## config.mk

```make
export PLATFORM = sky130hd
export DESIGN_NAME = mciir_ram
export DESIGN_NICKNAME = d
export VERILOG_FILES = /design/src/mciir_ram.sv
export SDC_FILE = /design/constraint.sdc
export NUM_CORES = 1
export LEC_CHECK = 0
export BUFFER_PORTS_ARGS = -buffer_cell sky130_fd_sc_hd__buf_2
export CAP_MARGIN = 0
export CORE_ASPECT_RATIO = 0.9
export CORE_MARGIN = 4
export CORE_UTILIZATION = 61
export CTS_BUF_LIST = sky130_fd_sc_hd__clkbuf_4 sky130_fd_sc_hd__clkbuf_8
export DETAILED_ROUTE_END_ITERATION = 12
export GPL_TIMING_DRIVEN = 0
export PLACE_DENSITY = 0.78
export SLEW_MARGIN = 20
export SYNTH_ARGS = -nofsm -noshare
export SYNTH_HDL_FRONTEND = slang
export SYNTH_SLANG_ARGS = --single-unit
export TNS_END_PERCENT = 5
```

## constraint.sdc

```tcl
create_clock -name clk -period 3.55 [get_ports clk]
set_input_delay 0.71 -clock clk [delete_from_list [all_inputs] [get_ports clk]]
set_output_delay 0.71 -clock clk [all_outputs]
set_load 0.005 [all_outputs]
```

## src/mciir_ram.sv

```systemverilog
`timescale 1ns / 1ps
// ----------------------------------------------------------------------------
// mciir_ram
// Simple dual-port RAM: one write port, one read port with registered data.
// ----------------------------------------------------------------------------
module mciir_ram #(
  parameter int WIDTH = 32,
  parameter int DEPTH = 32
) (
  input  logic                     clk,
  input  logic                     we,
  input  logic [$clog2(DEPTH)-1:0] waddr,
  input  logic [WIDTH-1:0]         wdata,
  input  logic [$clog2(DEPTH)-1:0] raddr,
  output logic [WIDTH-1:0]         rdata
);

  logic [WIDTH-1:0] mem [DEPTH];

  // write port
  always_ff @(posedge clk) begin
    if (we) begin
      mem[waddr] <= wdata;
    end
  end

  // registered read port
  always_ff @(posedge clk) begin
    rdata <= mem[raddr];
  end

endmodule

```

==> impl_metrics.yaml <==
outcome:
  status: "complete, no violations"
setup_path:
  worst_ep_required_time_ns: 4.12
  worst-path-stages: 8
  start_kind: "primary input"
  crit_arrival_ns: 3.06
  cp-end-kind: "register"
  cp_num_buf_inv: 4
  worst_r2r_path_depth: 5
  cpPeakStageDelay_ns: 0.51
  crit_family: "buffers and inverters"
  cp_common_cell: "buf_2"
  crit_path_top_delay_cell: "a31oi_1"
  criticalPathCategory: "in -> reg"
  crit_chain: "buf_2 -> nor2_1 -> buf_2 -> buf_2 -> buf_2 -> nand2_1 -> a31oi_1 -> nand3_1"
  cp_max_fo: 10
synthesis:
  syn_inst: 2260
  synth_xor_xnor_area_share: 0
  synth_top_family_by_area: "multiplexers"
  yosysSeqAreaShare: 0.775
  synthAdderAreaFrac: 0
  synth_compound_area_frac: 0.0485
  synthesis.nets: 2304
  synthMuxAreaShare: 0.127
  async_flop_share: 0
  synthesis.area_um2: 40500
  syn_area_per_cell_um2: 17.9
  synth-edff-count: 1024
  yosys.area_share.simple: 0.0310
  yosysWarnings: 0
  synth_flop_cell: "edfxtp_1"
  yosysUniqueCellTypes: 25
  synth-seq-cells: 1056
clock_tree:
  h-tree-depth: 4
  cts_sinks: 1056
  clk_latency_ns: 0.80
  cts_buffers: 160
  cts_root_buf: "clkbuf_8"
  post-cts-setup-buffer-count: 0
  tritoncts: "done"
  cts_resized: 0
  cts.path.max_buffers: 3
  holdBufCountCts: 0
  clk_pin_slew_ns: 0.06
routing:
  vias: 22300
  routed_wl_mm: 96.0
  via_per_inst: 6.36
  drtPass1Iterations: 6
  wl_per_cell_um: 27.4
  drc: 0
  detail-route-antenna-nets: 0
  drtIter0Drc: 2522
timing:
  worst_hold_slack_ns: 0.428
  finalCriticalPeriod_ns: 2.48
  fin_skew_ns: 0.0274
  post-route-worst-setup-slack_ns: 1.07
  fmax_mhz: 403
  slew_headroom: 0.283
  setup_violations: 0
  hold_viol: 0
  grt_setup_unrepaired: "no"
  finalMaxSlewViolations: 0
  worst_pin_slew_ns: 1.08
  period_share: 0.699
power:
  clockPowerShare: 0.381
  max-vdd-ir-drop_mv: 0.307
  internal-power_uw: 19400
  p_sw_uw: 5400
  p_per_area_nw_per_um2: 539
  share_comb_of_total_power: 0.057
  leakagePower_uw: 0.0162
  p_sw_frac: 0.218
  p_seq_frac: 0.562
placed_design:
  gp_congestion: 0.838
  hpwl_mm: 61.0
  dp.cells: 3230
  port_buffers: 74
  dp_slack_ns: 0.474
floorplan:
  die_w_um: 280
  die_y_um: 252
  coreArea_um2: 65700
  rows: 89
  num_io_pins: 76
  dieArea_um2: 70600
  start_util: 0.616
worst_hold_path:
  hp-class: "in -> reg"
  hold_path_depth: 1
global_routing:
  grt_max_degree: 33
  grt_overflow_total: 0
  grt_pass1_wl_mm: 140
  antenna_found_initial: 2
  grt_pass1_vias: 22300
  track_usage: 0.271
final_layout:
  final_common_cell: "edfxtp_1"
  final_cells: 3504
  nets: 2572
  final_cell_mix: "edfxtp_1, mux2i_1, clkbuf_8, buf_2"
  drive_gt1_frac: 0.177
  fill_cells: 3971
  syn_to_final_growth_pct: 13.4
flow_run:
  cap_viol_max_count: 0
[routing by layer]
metal  wire, um  track usage
met4       2340       0.0922
met2      46600        0.442
met3      10100       0.0608
met1      36900        0.369
met5         10            0
[worst reg2reg max path: stages (launching register included)]
cell	delay, ns
edfxtp_1	0.37
mux2i_1	0.15
a22o_1	0.15
nor3_1	0.06
a31oi_1	0.55
nand3_1	0.37
[layout make-up]
type,count,area (um^2),share of cell area
clock buffers,230,2810,0.0612
repair buffers,106,1110,0.0241
plain buffers,127,753,0.0164
clock inverters,42,194,0.00422
multi-input cells,1077,8580,0.187
flip-flops and latches,1056,31400,0.684
diodes,2,5.00,0.000109
well taps,864,1080,0.0235
[path summary, 6_finish.rpt]
kind / startpoint / endpoint / slack, ns
max reg2reg: mem[0][12] / rdata[12] / 1.70
min: wdata[28] / mem[8][28] / 0.43
min reg2reg: mem[26][5] / rdata[5] / 0.61
max: raddr[1] / rdata[12] / 1.07
[flip-flops by register name, summed over array words and instances, names as in the netlist]
| register | flops |
|---|---|
| mem | 1024 |
| rdata | 32 |
[synth_stat cells (2+ instances only)]
| cell type | count | area [um^2] |
|---|---|---|
| nand3_1 | 98 | 490 |
| or3b_2 | 3 | 26.3 |
| a22oi_1 | 96 | 721 |
| a31oi_1 | 32 | 200 |
| nor3_1 | 32 | 160 |
| edfxtp_1 | 1024 | 30700 |
| buf_6 | 15 | 169 |
| clkbuf_4 | 2 | 15.0 |
| buf_2 | 26 | 130 |
| a22o_1 | 64 | 561 |
| buf_4 | 33 | 248 |
| mux2i_1 | 512 | 5120 |
| nand2b_1 | 2 | 12.5 |
| a21oi_1 | 96 | 480 |
| clkbuf_1 | 46 | 173 |
| dfxtp_1 | 32 | 641 |
| buf_1 | 5 | 18.8 |
| nand2_1 | 98 | 368 |
| nor2_1 | 34 | 128 |
| nand3b_1 | 5 | 37.5 |
[cells by family after synthesis]
| family | count (synthesis) |
|---|---|
| muxes | 512 |
| DFF | 1056 |
| AOI/OAI and AO/OA | 288 |
| buffers and inverters | 127 |
| and+or+nand+nor | 277 |
[power groups by stage]
stage	registers [uW]	logic, uW	clock network (uW)
finish	13900	1400	9440
global placement	14200	1280	0
CTS	13900	1380	9530
detailed placement	14200	1370	0
global route	13900	1470	10100
floorplan	14200	716	0
[per-stage QoR]
stage / utilization / cell area, um^2 / setup TNS, ns / total power [uW]
6_report: 0.699 / 45900 / 0 / 24800
5_1_grt: 0.699 / 45900 / 0 / 25500
4_1_cts: 0.699 / 45900 / 0 / 24800
3_5_place_dp: 0.653 / 42900 / 0 / 15500
3_3_place_gp: 0.638 / 41900 / -777.27 / 15500
2_1_floorplan: - / 40500 / 0 / 14900
No activity file was read; power rests on OpenSTA's default activity.
