File: config.mk
export PLATFORM = sky130hd
export DESIGN_NAME = mciir_mac
export DESIGN_NICKNAME = d
export VERILOG_FILES = /design/src/mciir_pkg.sv /design/src/mciir_mac.sv
export SDC_FILE = /design/constraint.sdc
export NUM_CORES = 2
export LEC_CHECK = 0
export BUFFER_PORTS_ARGS = -buffer_cell sky130_fd_sc_hd__buf_2
export CORE_MARGIN = 1
export CORE_UTILIZATION = 26
export CTS_CLUSTER_DIAMETER = 30
export CTS_CLUSTER_SIZE = 20
export DETAILED_ROUTE_END_ITERATION = 8
export HOLD_SLACK_MARGIN = 0.15
export PLACE_DENSITY = 0.39
export SYNTH_ARGS = -nofsm -noshare
export SYNTH_HDL_FRONTEND = slang
export SYNTH_SLANG_ARGS = --single-unit
export TNS_END_PERCENT = 50
File: constraint.sdc
create_clock -name clk -period 21.7 [get_ports clk]
set_clock_uncertainty 0.1 [all_clocks]
set_input_delay 3.255 -clock clk [delete_from_list [all_inputs] [get_ports clk]]
set_output_delay 3.255 -clock clk [all_outputs]
set_load 0.03 [all_outputs]
File: src/mciir_pkg.sv
`timescale 1ns / 1ps
// ----------------------------------------------------------------------------
// mciir_pkg
// Shared types and constants of the multichannel direct form I IIR filter.
// ----------------------------------------------------------------------------
package mciir_pkg;

  // fixed field widths and number formats
  localparam int SAMPLE_W  = 32;
  localparam int FRAC_BITS = 16;
  localparam int CFG_W     = 64;
  localparam int CFG_IDX_W = 3;
  localparam int TAPS      = 8;
  localparam int TAP_W     = 3;

  // configuration register indexes
  localparam logic [CFG_IDX_W-1:0] REG_FF_B0_B1 = 3'd0;
  localparam logic [CFG_IDX_W-1:0] REG_FF_B2_B3 = 3'd1;
  localparam logic [CFG_IDX_W-1:0] REG_FF_B4_B5 = 3'd2;
  localparam logic [CFG_IDX_W-1:0] REG_FF_B6_B7 = 3'd3;
  localparam logic [CFG_IDX_W-1:0] REG_FB_A1_A2 = 3'd4;
  localparam logic [CFG_IDX_W-1:0] REG_FB_A3_A4 = 3'd5;
  localparam logic [CFG_IDX_W-1:0] REG_FB_A5_A6 = 3'd6;
  localparam logic [CFG_IDX_W-1:0] REG_FB_A7    = 3'd7;

  // sequencer states, one-hot
  typedef enum logic [4:0] {
    ST_CLEAR = 5'b00001,
    ST_IDLE  = 5'b00010,
    ST_RUN   = 5'b00100,
    ST_DRAIN = 5'b01000,
    ST_DONE  = 5'b10000
  } state_t;

  // control flags that travel with one tap through the mac pipeline
  typedef struct packed {
    logic valid;
    logic first_tap;
    logic last_tap;
    logic last_ch;
  } ctl_t;

endpackage

File: src/mciir_mac.sv
`timescale 1ns / 1ps
// ----------------------------------------------------------------------------
// mciir_mac
// Dual multiply and accumulate pipeline: feedforward and feedback products
// of one tap per cycle; a wrapping 32-bit accumulator sums b*x minus a*y.
// ----------------------------------------------------------------------------
module mciir_mac #(
  parameter int CH_W = 2
) (
  input  logic                           clk,
  input  logic                           rst,
  input  mciir_pkg::ctl_t                issue_ctl,
  input  logic [CH_W-1:0]                issue_ch,
  input  logic [mciir_pkg::SAMPLE_W-1:0] issue_coef_b,
  input  logic [mciir_pkg::SAMPLE_W-1:0] issue_coef_a,
  input  logic [mciir_pkg::SAMPLE_W-1:0] issue_x_new,
  input  logic [mciir_pkg::SAMPLE_W-1:0] rd_x,
  input  logic [mciir_pkg::SAMPLE_W-1:0] rd_y,
  output mciir_pkg::ctl_t                res_ctl,
  output logic [CH_W-1:0]                res_ch,
  output logic [mciir_pkg::SAMPLE_W-1:0] res_data
);
  import mciir_pkg::*;

  ctl_t                ctl1, ctl2, ctl3;
  logic [CH_W-1:0]     ch1, ch2, ch3;
  logic [SAMPLE_W-1:0] cb1, ca1, xn1;
  logic [SAMPLE_W-1:0] x_op;
  logic signed [2*SAMPLE_W-1:0] prod_x, prod_y;
  logic [SAMPLE_W-1:0] px, py;
  logic [SAMPLE_W-1:0] acc;

  // stage 1: align operands with the ram read data
  always_ff @(posedge clk) begin
    if (rst) begin
      ctl1 <= '0;
    end else begin
      ctl1 <= issue_ctl;
    end
    ch1 <= issue_ch;
    cb1 <= issue_coef_b;
    ca1 <= issue_coef_a;
    xn1 <= issue_x_new;
  end

  // newest sample bypasses the ram, it is written in the same cycle
  assign x_op   = ctl1.first_tap ? xn1 : rd_x;
  assign prod_x = $signed(cb1) * $signed(x_op);
  assign prod_y = $signed(ca1) * $signed(rd_y);

  // stage 2: products, floor shift by the fraction bits
  always_ff @(posedge clk) begin
    if (rst) begin
      ctl2 <= '0;
    end else begin
      ctl2 <= ctl1;
    end
    ch2 <= ch1;
    px  <= prod_x[FRAC_BITS +: SAMPLE_W];
    py  <= prod_y[FRAC_BITS +: SAMPLE_W];
  end

  // stage 3: wrapping accumulation, restarted on the first tap
  always_ff @(posedge clk) begin
    if (rst) begin
      ctl3 <= '0;
    end else begin
      ctl3 <= ctl2;
    end
    ch3 <= ch2;
    if (ctl2.valid) begin
      acc <= (ctl2.first_tap ? '0 : acc) + px - py;
    end
  end

  assign res_ctl  = ctl3;
  assign res_ch   = ch3;
  assign res_data = acc;

endmodule

==> summary.txt <==
Worst Reg-to-Reg Cells = 26
die area = 251000 µm²
fin crit share = 0.488
min Tclk post-route = 10.59 ns
vias in the first global route = 50500
GRT Residual Overflow = 0
post-CTS sizing = 0
final design utilization = 0.291
pin count of the biggest net entering global routing = 34
critical path endpoint category = flop
CTS clock-pin slew for the worst setup and hold paths = 0.04 ns
routed wire length on met2 = 104000 µm
Setup CP Type = in -> reg
final setup vio count = 0
Post-Syn Area = 64800 µm²
routed wl met3 = 5980 µm
multi-input combinational cell area = 52300 µm²
final WL = 200000 µm
async set or reset register ratio after synthesis = 0
Reg area = 4540 µm²
max-slew violation count = 0
P&R area growth vs syn = 10.9%
first-pass GRT wire length = 314000 µm
DR pass1 iterations = 6
Initial Utilization = 0.262
final layout net count = 9128
Final Hold Vio Count = 0
Main synth FF type = dfxtp_1
Synth Area per Inst = 9.40 µm²
Routed WL per cell = 19.5 µm
Critical Path Start Type = primary input
total CTS buffers = 75
Clk Latency, worst-skew pair = 0.68 ns
cell chain of the critical path = buf_2, and2_1, fa_1, fa_1, inv_1, fa_1, fa_1, inv_1, fa_1, fa_1, fa_1, fa_1, ha_1, and4_1, and4_2, nand2_1, a211oi_1, o21ai_0, a21oi_1, a21o_1, a21oi_1, xnor2_1
yosys warns = 0
RSZ-0062 raised after global routing = no
Worst Tran Pin Value = 1.07 ns
worst hold path class = reg -> reg
Top cell by count, worst path = fa_1
count of different cell masters after synthesis = 83
# DRC = 0
Detail Route Antenna Nets = 0
Seq/Total Area, Yosys = 0.0698
Vias = 44000
Root Buffer = clkbuf_16
Filler cells = 26300
#FFs+latches synth = 210
Synth Net Count = 9128
hpwl dp = 158000 µm
number of flops mapped to enable cells by yosys = 32
Crit-path slowest cell = fa_1
core area = 247000 µm²
clock sinks = 210
FP Rows = 182
Worst Hold Depth = 0
Arr. time, crit path = 11.04 ns
met1 wire length = 84400 µm
Die Span X = 501 µm
Die Y = 501 µm
max-cap violations = 0
initial antenna violation count = 8
setup TNS = 0 ns
H-tree lvl count = 3
Max Used Layer = met5
Iter 0 DRT Violations = 1935
postcts setup bufs = 0
I/O Buffers = 205
Max-slew headroom = 0.276
Req. time, crit path = 22.15 ns
Cells after Synth = 6895
CTS tree = done
Max clock buf depth = 3
hold-fix buffers at CTS = 0
layout cells sized above 1 = 0.0702
GRT Resource Usage Total = 0.167
worst-path fanout max = 32
I/O pin count = 206
RD Place Congestion = 0.787
Max Clock Freq = 94.4 MHz
critical path's largest stage delay = 0.67 ns
post-DR vias/cell = 4.29
outcome = finished clean
[routing by layer]
metal	global-route usage	vias up
li1	-	19500
met3	0.0162	163
met5	0	-
met2	0.301	659
met1	0.210	23700
met4	0.0476	2
[synth_stat cells, drive strengths merged (7+ instances only)]
cell | count | area, µm²
and2 | 656 | 4100
xnor2 | 122 | 1070
nand2 | 1103 | 4140
nand3 | 19 | 95.1
dfxtp | 178 | 3560
o211ai | 7 | 62.6
and3 | 11 | 71.3
a211oi | 14 | 133
or2 | 11 | 68.8
nand4 | 13 | 81.3
o21a | 9 | 67.6
a21oi | 73 | 388
clkbuf | 342 | 1280
a31oi | 14 | 151
nor3 | 9 | 50.1
nand2b | 51 | 319
buf | 7 | 45.0
edfxtp | 32 | 961
nor2b | 86 | 538
mux2 | 29 | 334
fa | 1707 | 34200
o21ai | 46 | 238
o21bai | 12 | 101
inv | 1773 | 6660
ha | 358 | 4480
a21o | 42 | 315
xor2 | 48 | 420
o31ai | 7 | 67.6
nor2 | 60 | 230
[placed cells by master (no fill, tap or decap), types with 48 or more instances in the layout]
cell type and n:
inv_1 1773, ha_1 358, nor2_1 58, buf_2 205, nor2b_1 86, clkbuf_16 79
xnor2_1 122, buf_4 67, nand2_1 1103, fa_1 1707, nand2b_1 51, dfxtp_1 168
and2_1 656, xor2_1 48, a21oi_1 69
[worst paths after layout]
path / slack, ns / from / endpoint
worst max-delay path: 11.11 / rd_y[9] / py[31]
worst min-delay path: 0.22 / ch2[1] / res_ch[1]
worst max register to register: 12.83 / ctl1[2] / px[29]
worst min register to register: 0.22 / ch2[1] / res_ch[1]
[state kept, by name, summed over array words and instances, names as in the netlist]
signal    cells
ch2           2
cb1          32
ctl1          4
ctl2          4
res_ctl       4
ch1           2
ca1          32
res_data     32
res_ch        2
xn1          32
px           32
py           32
[worst max-delay path: cells and delay by family]
family | cells | cell delay [ns]
XOR/XNOR | 1 | 0.13
AND/OR/NAND/NOR | 4 | 0.90
adder cells (fa/ha/maj) | 9 | 4.54
AO/OA/AOI/OAI | 5 | 1.52
buffers and inverters | 3 | 0.67
[cell families after synthesis]
kind of cell               synth area share
DFF                                  0.0698
buffers and inverters                 0.123
muxes                               0.00595
and+or+nand+nor                       0.152
AOI/OAI and AO/OA                    0.0288
adders and majority gates             0.597
xor gates and xnor gates             0.0233
[cell type report]
class,instances,area share
Clock buffer,99,0.0301
Sequential cell,210,0.0632
Inverter,1773,0.0927
Multi-Input combinational cell,4563,0.728
Tap cell,3312,0.0577
Clock inverter,32,0.00686
Timing Repair Buffer,272,0.0213
Antenna cell,4,0.000139
[stage by stage]
| step | hold slack [ns] | instance area, µm² | setup WS (ns) | instances |
|---|---|---|---|---|
| floorplan | 0.210 | 64800 | 11.44 | 6895 |
| global placement | 0.210 | 69200 | 10.37 | 10100 |
| detailed placement | 0.215 | 69200 | 10.33 | 10100 |
| CTS | 0.224 | 71800 | 11.07 | 10300 |
| global route | 0.234 | 71800 | 10.60 | 10300 |
| finish | 0.221 | 71800 | 11.11 | 10300 |
Power is not shown: default switching activity piles up to over one toggle a cycle in this logic, so the estimate is an artifact.
